--- src/sorted_key_table_assert.svh ---
// Assertion macros shared by the sorted key table RTL.
// Expects clk_i and rst_ni in the scope of the including module.
`ifndef SORTED_KEY_TABLE_ASSERT_SVH
`define SORTED_KEY_TABLE_ASSERT_SVH

// Same-cycle implication, off while in reset.
`define SKT_ASSERT_IMPL(lbl, ante, cons, msg) \
  lbl: assert property (@(posedge clk_i) disable iff (!rst_ni) (ante) |-> (cons)) \
    else $error(msg);

// Next-cycle implication, off while in reset.
`define SKT_ASSERT_NEXT(lbl, ante, cons, msg) \
  lbl: assert property (@(posedge clk_i) disable iff (!rst_ni) (ante) |=> (cons)) \
    else $error(msg);

`endif

--- src/skt_pkg.sv ---
// Shared types and constants of the sorted key table.
// No dependencies; imported by the top level.
package skt_pkg;

  localparam int unsigned KeyW        = 44;
  localparam int unsigned OpW         = 2;
  localparam int unsigned PosW        = 6;
  localparam int unsigned StatW       = 2;
  localparam int unsigned EntW        = 7;
  localparam int unsigned CapacityDef = 64;

  // request codes; the unused code is served as a lookup
  localparam logic [OpW-1:0] OP_INSERT = 2'd0;
  localparam logic [OpW-1:0] OP_LOOKUP = 2'd1;
  localparam logic [OpW-1:0] OP_DELETE = 2'd2;

  // result status codes
  localparam logic [StatW-1:0] ST_DONE    = 2'd0;
  localparam logic [StatW-1:0] ST_DUP     = 2'd1;
  localparam logic [StatW-1:0] ST_MISSING = 2'd2;
  localparam logic [StatW-1:0] ST_FULL    = 2'd3;

  typedef enum logic [2:0] {
    S_IDLE,
    S_PROBE,
    S_CMP,
    S_CHECK,
    S_DECIDE,
    S_UP_RD,
    S_UP_WR,
    S_DN_RD
  } state_e;

endpackage

--- src/sorted_key_table.sv ---
// Sorted key table top level: ordered key store with insert, lookup, delete.
// Depends on skt_pkg, skt_ram and sorted_key_table_assert.svh.
// Steps: a search of n keys alternates probe and compare steps, then
//   checks the hit (skipped when the key is above every entry) and
//   decides; an insert moves each entry up with a read and a write, then
//   writes the key; a delete moves each entry down in one read-ahead,
//   write-behind step, then finishes; the result strobe is registered from
//   the final step. All of it is bound by the single RAM port pair.
// Throughput: one request at a time; busy is high from acceptance to the
//   result. The receiver cannot stall. Reset clears control and the key
//   count only; the key store needs no clearing pass.
module sorted_key_table #(
  parameter int unsigned Capacity = skt_pkg::CapacityDef
) (
  input  logic                      clk_i,
  input  logic                      rst_ni,
  input  logic                      start,
  output logic                      busy,
  input  logic [skt_pkg::OpW-1:0]   op_i,
  input  logic [skt_pkg::KeyW-1:0]  key_i,
  output logic                      done_o,
  output logic                      found_o,
  output logic [skt_pkg::PosW-1:0]  position_o,
  output logic [skt_pkg::StatW-1:0] status_o,
  output logic [skt_pkg::EntW-1:0]  entries_o
);

  import skt_pkg::*;

  localparam int unsigned AddrW = $clog2(Capacity);
  localparam int unsigned CntW  = $clog2(Capacity + 1);

  state_e state_q, state_d;

  // request and search registers
  logic [OpW-1:0]   op_q, op_d;
  logic [KeyW-1:0]  key_q, key_d;
  logic [CntW-1:0]  lo_q, lo_d;    // lower bound of the search window
  logic [CntW-1:0]  hi_q, hi_d;    // upper bound (exclusive)
  logic [CntW-1:0]  idx_q, idx_d;  // shift cursor
  logic [CntW-1:0]  cnt_q, cnt_d;  // occupied entries
  logic             hit_q, hit_d;

  // result registers
  logic             done_q, done_d;
  logic             res_found_q, res_found_d;
  logic [PosW-1:0]  res_pos_q, res_pos_d;
  logic [StatW-1:0] res_stat_q, res_stat_d;
  logic [EntW-1:0]  res_ent_q, res_ent_d;

  // RAM port
  logic             ram_we, ram_re;
  logic [AddrW-1:0] ram_waddr, ram_raddr;
  logic [KeyW-1:0]  ram_wdata, ram_rdata;

  logic [CntW-1:0]  mid;
  logic [CntW-1:0]  idx_dn;
  logic [CntW-1:0]  idx_up;
  logic             win_open;
  logic             is_full;
  logic             key_less;

  // finish bundle
  logic             fin;
  logic             fin_found;
  logic [CntW-1:0]  fin_pos;
  logic [StatW-1:0] fin_stat;
  logic [CntW-1:0]  fin_cnt;
  logic [CntW+PosW-1:0] fin_pos_ext;
  logic [CntW+EntW-1:0] fin_cnt_ext;

  assign mid      = lo_q + ((hi_q - lo_q) >> 1);
  assign idx_dn   = idx_q - CntW'(1);
  assign idx_up   = idx_q + CntW'(1);
  assign win_open = (lo_q < hi_q);
  assign is_full  = (cnt_q == CntW'(Capacity));
  // the less-than comparator of the binary search
  assign key_less = (ram_rdata < key_q);

  skt_ram #(
    .Width (KeyW),
    .Depth (Capacity)
  ) u_store (
    .clk_i   (clk_i),
    .we_i    (ram_we),
    .waddr_i (ram_waddr),
    .wdata_i (ram_wdata),
    .re_i    (ram_re),
    .raddr_i (ram_raddr),
    .rdata_o (ram_rdata)
  );

  // next state
  always_comb begin
    state_d = state_q;
    unique case (state_q)
      S_IDLE: begin
        if (start) state_d = S_PROBE;
      end
      S_PROBE: begin
        if (win_open) begin
          state_d = S_CMP;
        end else if (lo_q < cnt_q) begin
          state_d = S_CHECK;
        end else begin
          state_d = S_DECIDE;
        end
      end
      S_CMP:   state_d = S_PROBE;
      S_CHECK: state_d = S_DECIDE;
      S_DECIDE: begin
        if (op_q == OP_INSERT && !hit_q && !is_full) begin
          state_d = S_UP_RD;
        end else if (op_q == OP_DELETE && hit_q) begin
          state_d = S_DN_RD;
        end else begin
          state_d = S_IDLE;
        end
      end
      S_UP_RD: begin
        if (idx_q > lo_q) state_d = S_UP_WR;
        else              state_d = S_IDLE;
      end
      S_UP_WR: state_d = S_UP_RD;
      S_DN_RD: begin
        // one state does both halves of a down move: read ahead, write behind
        if (idx_up < cnt_q) state_d = S_DN_RD;
        else                state_d = S_IDLE;
      end
      default: state_d = S_IDLE;
    endcase
  end

  // datapath, RAM control and results
  always_comb begin
    op_d        = op_q;
    key_d       = key_q;
    lo_d        = lo_q;
    hi_d        = hi_q;
    idx_d       = idx_q;
    cnt_d       = cnt_q;
    hit_d       = hit_q;
    done_d      = 1'b0;
    res_found_d = res_found_q;
    res_pos_d   = res_pos_q;
    res_stat_d  = res_stat_q;
    res_ent_d   = res_ent_q;
    ram_we      = 1'b0;
    ram_waddr   = idx_q[AddrW-1:0];
    ram_wdata   = ram_rdata;
    ram_re      = 1'b0;
    ram_raddr   = mid[AddrW-1:0];
    fin         = 1'b0;
    fin_found   = hit_q;
    fin_pos     = '0;
    fin_stat    = ST_DONE;
    fin_cnt     = cnt_q;

    unique case (state_q)
      S_IDLE: begin
        if (start) begin
          op_d  = op_i;
          key_d = key_i;
          lo_d  = '0;
          hi_d  = cnt_q;
          hit_d = 1'b0;
        end
      end
      S_PROBE: begin
        if (win_open) begin
          ram_re = 1'b1;
        end else if (lo_q < cnt_q) begin
          ram_re    = 1'b1;
          ram_raddr = lo_q[AddrW-1:0];
        end
      end
      S_CMP: begin
        if (key_less) lo_d = mid + CntW'(1);
        else          hi_d = mid;
      end
      S_CHECK: begin
        hit_d = (ram_rdata == key_q);
      end
      S_DECIDE: begin
        if (op_q == OP_INSERT) begin
          if (hit_q) begin
            fin      = 1'b1;
            fin_pos  = lo_q;
            fin_stat = ST_DUP;
          end else if (is_full) begin
            fin      = 1'b1;
            fin_stat = ST_FULL;
          end else begin
            idx_d = cnt_q;
          end
        end else if (op_q == OP_DELETE) begin
          if (hit_q) begin
            idx_d = lo_q;
          end else begin
            fin      = 1'b1;
            fin_stat = ST_MISSING;
          end
        end else begin
          fin      = 1'b1;
          fin_pos  = hit_q ? lo_q : '0;
          fin_stat = hit_q ? ST_DONE : ST_MISSING;
        end
      end
      S_UP_RD: begin
        if (idx_q > lo_q) begin
          ram_re    = 1'b1;
          ram_raddr = idx_dn[AddrW-1:0];
        end else begin
          // gap is open at the insert point
          ram_we    = 1'b1;
          ram_waddr = lo_q[AddrW-1:0];
          ram_wdata = key_q;
          cnt_d     = cnt_q + CntW'(1);
          fin       = 1'b1;
          fin_pos   = lo_q;
          fin_cnt   = cnt_q + CntW'(1);
        end
      end
      S_UP_WR: begin
        ram_we = 1'b1;
        idx_d  = idx_dn;
      end
      S_DN_RD: begin
        // write the entry read last cycle one place down, skipped on entry
        if (idx_q != lo_q) begin
          ram_we    = 1'b1;
          ram_waddr = idx_dn[AddrW-1:0];
        end
        if (idx_up < cnt_q) begin
          ram_re    = 1'b1;
          ram_raddr = idx_up[AddrW-1:0];
          idx_d     = idx_up;
        end else begin
          cnt_d   = cnt_q - CntW'(1);
          fin     = 1'b1;
          fin_pos = lo_q;
          fin_cnt = cnt_q - CntW'(1);
        end
      end
      default: ;
    endcase

    fin_pos_ext = {{PosW{1'b0}}, fin_pos};
    fin_cnt_ext = {{EntW{1'b0}}, fin_cnt};
    if (fin) begin
      done_d      = 1'b1;
      res_found_d = fin_found;
      res_pos_d   = fin_pos_ext[PosW-1:0];
      res_stat_d  = fin_stat;
      res_ent_d   = fin_cnt_ext[EntW-1:0];
    end
  end

  always_ff @(posedge clk_i or negedge rst_ni) begin
    if (!rst_ni) begin
      state_q <= S_IDLE;
      cnt_q   <= '0;
      done_q  <= 1'b0;
      hit_q   <= 1'b0;
    end else begin
      state_q <= state_d;
      cnt_q   <= cnt_d;
      done_q  <= done_d;
      hit_q   <= hit_d;
    end
  end

  always_ff @(posedge clk_i) begin
    op_q        <= op_d;
    key_q       <= key_d;
    lo_q        <= lo_d;
    hi_q        <= hi_d;
    idx_q       <= idx_d;
    res_found_q <= res_found_d;
    res_pos_q   <= res_pos_d;
    res_stat_q  <= res_stat_d;
    res_ent_q   <= res_ent_d;
  end

  assign busy       = (state_q != S_IDLE);
  assign done_o     = done_q;
  assign found_o    = res_found_q;
  assign position_o = res_pos_q;
  assign status_o   = res_stat_q;
  assign entries_o  = res_ent_q;

`include "sorted_key_table_assert.svh"

  `SKT_ASSERT_NEXT(a_busy_after_start, start && !busy, busy, "item accepted but not busy")
  `SKT_ASSERT_NEXT(a_done_single, done_o, !done_o, "result strobe held two cycles")
  `SKT_ASSERT_IMPL(a_cnt_bound, 1'b1, cnt_q <= CntW'(Capacity), "key count above capacity")
  `SKT_ASSERT_IMPL(a_full_clean, done_o && status_o == ST_FULL, !found_o && position_o == '0, "full result not clean")
  `SKT_ASSERT_IMPL(a_dup_found, done_o && status_o == ST_DUP, found_o, "duplicate without hit")

endmodule

--- src/skt_ram.sv ---
// Generic single-write, single-read RAM with registered read data.
// No dependencies.
module skt_ram #(
  parameter int unsigned Width = 8,
  parameter int unsigned Depth = 64
) (
  input  logic                     clk_i,
  input  logic                     we_i,
  input  logic [$clog2(Depth)-1:0] waddr_i,
  input  logic [Width-1:0]         wdata_i,
  input  logic                     re_i,
  input  logic [$clog2(Depth)-1:0] raddr_i,
  output logic [Width-1:0]         rdata_o
);

  logic [Width-1:0] mem_q [Depth];
  logic [Width-1:0] rdata_q;

  always_ff @(posedge clk_i) begin
    if (we_i) begin
      mem_q[waddr_i] <= wdata_i;
    end
    if (re_i) begin
      rdata_q <= mem_q[raddr_i];
    end
  end

  assign rdata_o = rdata_q;

endmodule
--- config.mk ---
export PLATFORM = sky130hd
export DESIGN_NAME = sorted_key_table
export DESIGN_NICKNAME = d
export VERILOG_FILES = /design/src/skt_pkg.sv /design/src/sorted_key_table.sv /design/src/skt_ram.sv
export VERILOG_INCLUDE_DIRS = /design/src /design/src/src
export SDC_FILE = /design/constraint.sdc
export NUM_CORES = 2
export LEC_CHECK = 0
export ABC_AREA = 1
export BUFFER_PORTS_ARGS = -buffer_cell sky130_fd_sc_hd__buf_2
export CAP_MARGIN = 20
export CORE_MARGIN = 8
export CORE_UTILIZATION = 30
export CTS_BUF_LIST = sky130_fd_sc_hd__clkbuf_8
export DETAILED_ROUTE_END_ITERATION = 12
export RECOVER_POWER = 100
export SLEW_MARGIN = 30
export SYNTH_ARGS = -nofsm -noshare
export SYNTH_HDL_FRONTEND = slang
export SYNTH_SLANG_ARGS = --single-unit
export TNS_END_PERCENT = 1
--- constraint.sdc ---
create_clock -name clk_i -period 5 [get_ports clk_i]
set_input_delay 0.5 -clock clk_i [delete_from_list [all_inputs] [get_ports clk_i]]
set_output_delay 0.5 -clock clk_i [all_outputs]
set_load 0.05 [all_outputs]
==> results.py <==
metrics = {
    "outcome": {
        "status": "finished, violations left",
        "violations": "capacitance limit, slew limit",
    },
    "finish": {
        "drive_gt1_share_pct": 10.7,
        "seq_area_um2": 88700,
        "final_cells": 16436,
        "nFillCells": 39975,
        "area_growth_syn_to_layout_pct": 15.3,
        "multiInputGateArea_um2": 30400,
        "num-nets-final": 10709,
    },
    "floorplan": {
        "die_x_um": 656,
        "die_height_um": 656,
        "ioPinCount": 67,
        "rows": 235,
        "die-area_um2": 430000,
        "core_area_um2": 408000,
        "start_util_pct": 30.1,
    },
    "timing": {
        "hold_viol": 0,
        "max_clock_freq_mhz": 201,
        "clock_skew_ns": 0.0819,
        "fin_crit_ns": 4.96,
        "slew_headroom_pct": -79.9,
        "period_share_pct": 99.3,
        "finalMaxSlewViolations": 509,
        "tns_ns": 0,
        "setup_viol": 0,
        "rsz0062_at_grt": "true",
        "tightest_slew_ns": 2.69,
    },
    "yosys": {
        "ys_types": 48,
        "syn-instance-count": 10192,
        "synth-warning-count": 0,
        "seq_area_frac_synth_pct": 72.2,
        "synth_top_area_share_pct": 72.0,
        "avgSynthCellArea_um2": 12.0,
        "syn_area_um2": 123000,
        "synth-seq-cells": 2955,
        "synth_area_leaders": "edfxtp_1 72%, nand3_1 16%, nand2_1 6.4%, buf_2 2.0%, ha_1 0.84%",
        "synth_nets": 10325,
        "yosysTopAreaCell": "edfxtp_1",
    },
    "critical_path": {
        "crit_type": "register to register",
        "cp_max_fo": 54,
        "crit_path_end_kind": "register",
        "worstRegToRegCells": 10,
        "start_kind": "register",
        "required_ns": 5.79,
        "crit_arrival_ns": 5.75,
    },
    "global_route": {
        "grt_pass1_vias": 82860,
        "antenna_found_initial": 9,
        "overflow": 0,
        "grt_max_degree": 136,
        "gr-usage-all-layers_pct": 17.5,
        "grt_first_pass_wirelength_um": 575000,
    },
    "detailed_routing": {
        "vias": 87065,
        "routed_wirelength_um": 397000,
        "drt_iter0_markers": 12227,
        "firstDrtPassIters": 8,
        "wl_per_cell_um": 24.2,
        "route.detailed.drc": 0,
        "vias_per_cell": 5.30,
        "drtAntennaViolNets": 0,
    },
    "hold_path": {
        "min_path_cells": 2,
        "hp-class": "input port to register",
    },
    "clock_tree": {
        "cts_buffers": 479,
        "root_buffer": "clkbuf_8",
        "clock_sinks": 2955,
        "clk_latency_ns": 1.12,
        "htreeDepth": 5,
        "clk_path_buf_depth": 4,
        "cts_tree": "done",
        "cts.clk_slew.worst_paths_ns": 0.06,
    },
    "place": {
        "gp_congestion": 0.878,
        "dp_hpwl_um": 221000,
        "port_buffers": 66,
        "dp_cells": 15484,
    },
    "job": {
        "drv_cap": 18,
    },
}
## per-stage QoR
| step | utilization (%) | hold slack, ns | setup WS, ns | area (um^2) |
|---|---|---|---|---|
| 2_1_floorplan | - | 0.204 | -0.304 | 123000 |
| 3_3_place_gp | 32.8 | 0.418 | 0.0823 | 134000 |
| 3_5_place_dp | 32.8 | 0.414 | 0.0757 | 134000 |
| 4_1_cts | 35.1 | 0.00446 | 0.0464 | 143000 |
| 5_1_grt | 34.6 | 0.0590 | -0.0395 | 141000 |
| 6_report | 34.6 | 0.105 | 0.0351 | 141000 |
## cell usage in the layout (no fill, tap or decap), types with 12 or more instances in the layout
master and instances:
nand2_1 2075, a21oi_1 47, clkbuf_1 70, clkbuf_2 81, inv_1 335, dfrtp_1 12, nor2_4 27, nand3_1 3813
buf_6 16, nor3_1 14, dlygate4sd3_1 56, nor2_1 78, o21ai_0 47, o21ai_1 12, buf_4 213, edfxtp_1 2943
buf_12 125, xor2_1 16, clkbuf_8 489, clkbuf_4 47, clkinv_2 33, buf_2 39, o21ai_4 13, clkinv_1 130
nand4_1 23, ha_1 82
## final timing paths
check                          start                    to  slack [ns]
max                         idx_q[6]  u_store.mem_q[30][4]        0.04
min                        key_i[16]             key_q[16]        0.10
max reg2reg                 idx_q[6]  u_store.mem_q[30][4]        0.04
min reg2reg                fin_found               found_o        0.52
max in group asynchronous     rst_ni                done_o        4.09
min in group asynchronous     rst_ni              cnt_q[0]        0.50
## Yosys cell counts, drive strengths merged
| cell type | n |
|---|---|
| nand3 | 3817 |
| edfxtp | 2943 |
| nand2 | 2083 |
| buf | 588 |
| clkbuf | 165 |
| inv | 143 |
| nor2 | 115 |
| ha | 82 |
| o21ai | 81 |
| a21oi | 48 |
| nand4 | 24 |
| nor3 | 16 |
| xor2 | 16 |
| dfrtp | 12 |
| o211ai | 10 |
| o22ai | 8 |
| xnor2 | 6 |
| a211oi | 4 |
| a31oi | 4 |
| o21a | 4 |
| o221ai | 4 |
| a31o | 2 |
| clkinv | 2 |
| fa | 2 |
| o31ai | 2 |
| a21boi | 1 |
| a21o | 1 |
| a221oi | 1 |
| a22oi | 1 |
| a41oi | 1 |
| nand3b | 1 |
| nor4b | 1 |
| o2111ai | 1 |
| o311ai | 1 |
| or2 | 1 |
| or3 | 1 |
## final cells by class
class	count	area share [%]
multi-input combinational	6340	21.5
sequential	2955	62.7
clock buffer	489	4.76
clock inverter	396	1.39
antenna	5	0.00884
timing repair buffer	655	4.43
tap	5451	4.82
inverter	145	0.428
## worst max-delay path, stage by stage, from the launching register on
cell and delay (ns):
edfxtp_1 0.47, ha_1 0.35, nand2_1 0.08, nor2_1 0.20, nand4_2 0.30, nand2_1 0.24
nand2_4 0.11, clkbuf_4 0.18, buf_4 0.40, o21ai_1 1.45, clkbuf_4 0.78
## registers in the layout, summed over array words and instances, names as in the netlist
register	count
u_store.mem_q	2816
key_q	44
u_store.rdata_o	44
cnt_q	7
entries_o	7
hi_q	7
idx_q	7
lo_q	7
position_o	6
state_q	3
op_q	2
status_o	2
done_o	1
fin_found	1
found_o	1
## cells by family (layout without fill, tap and decap cells)
logic type / count (synthesis) / in the layout / share of synthesized area [%]
compound gates: 174 / 174 / 0.808
xor+xnor: 22 / 22 / 0.157
fa+ha+maj: 84 / 84 / 0.868
buf+inv: 898 / 1685 / 3.40
flops: 2955 / 2955 / 72.2
other cells: 0 / 5 / 0
simple gates: 6059 / 6060 / 22.5
## metal layers
metal / part of all wire (%) / global-route usage (%)
met5: 0 / 0
met4: 3.2 / 5.27
met3: 11 / 3.20
met2: 45 / 27.8
met1: 41 / 24.5
## what timing repair did
item,4_1_cts,5_1_grt
hold buffers,56,0
buffers inserted,0,2
endpoints found under the hold margin,97,0
resized for setup,0,14
endpoints found under the setup margin,0,14
Power is not shown: default switching activity piles up to over one toggle a cycle in this logic, so the estimate is an artifact.
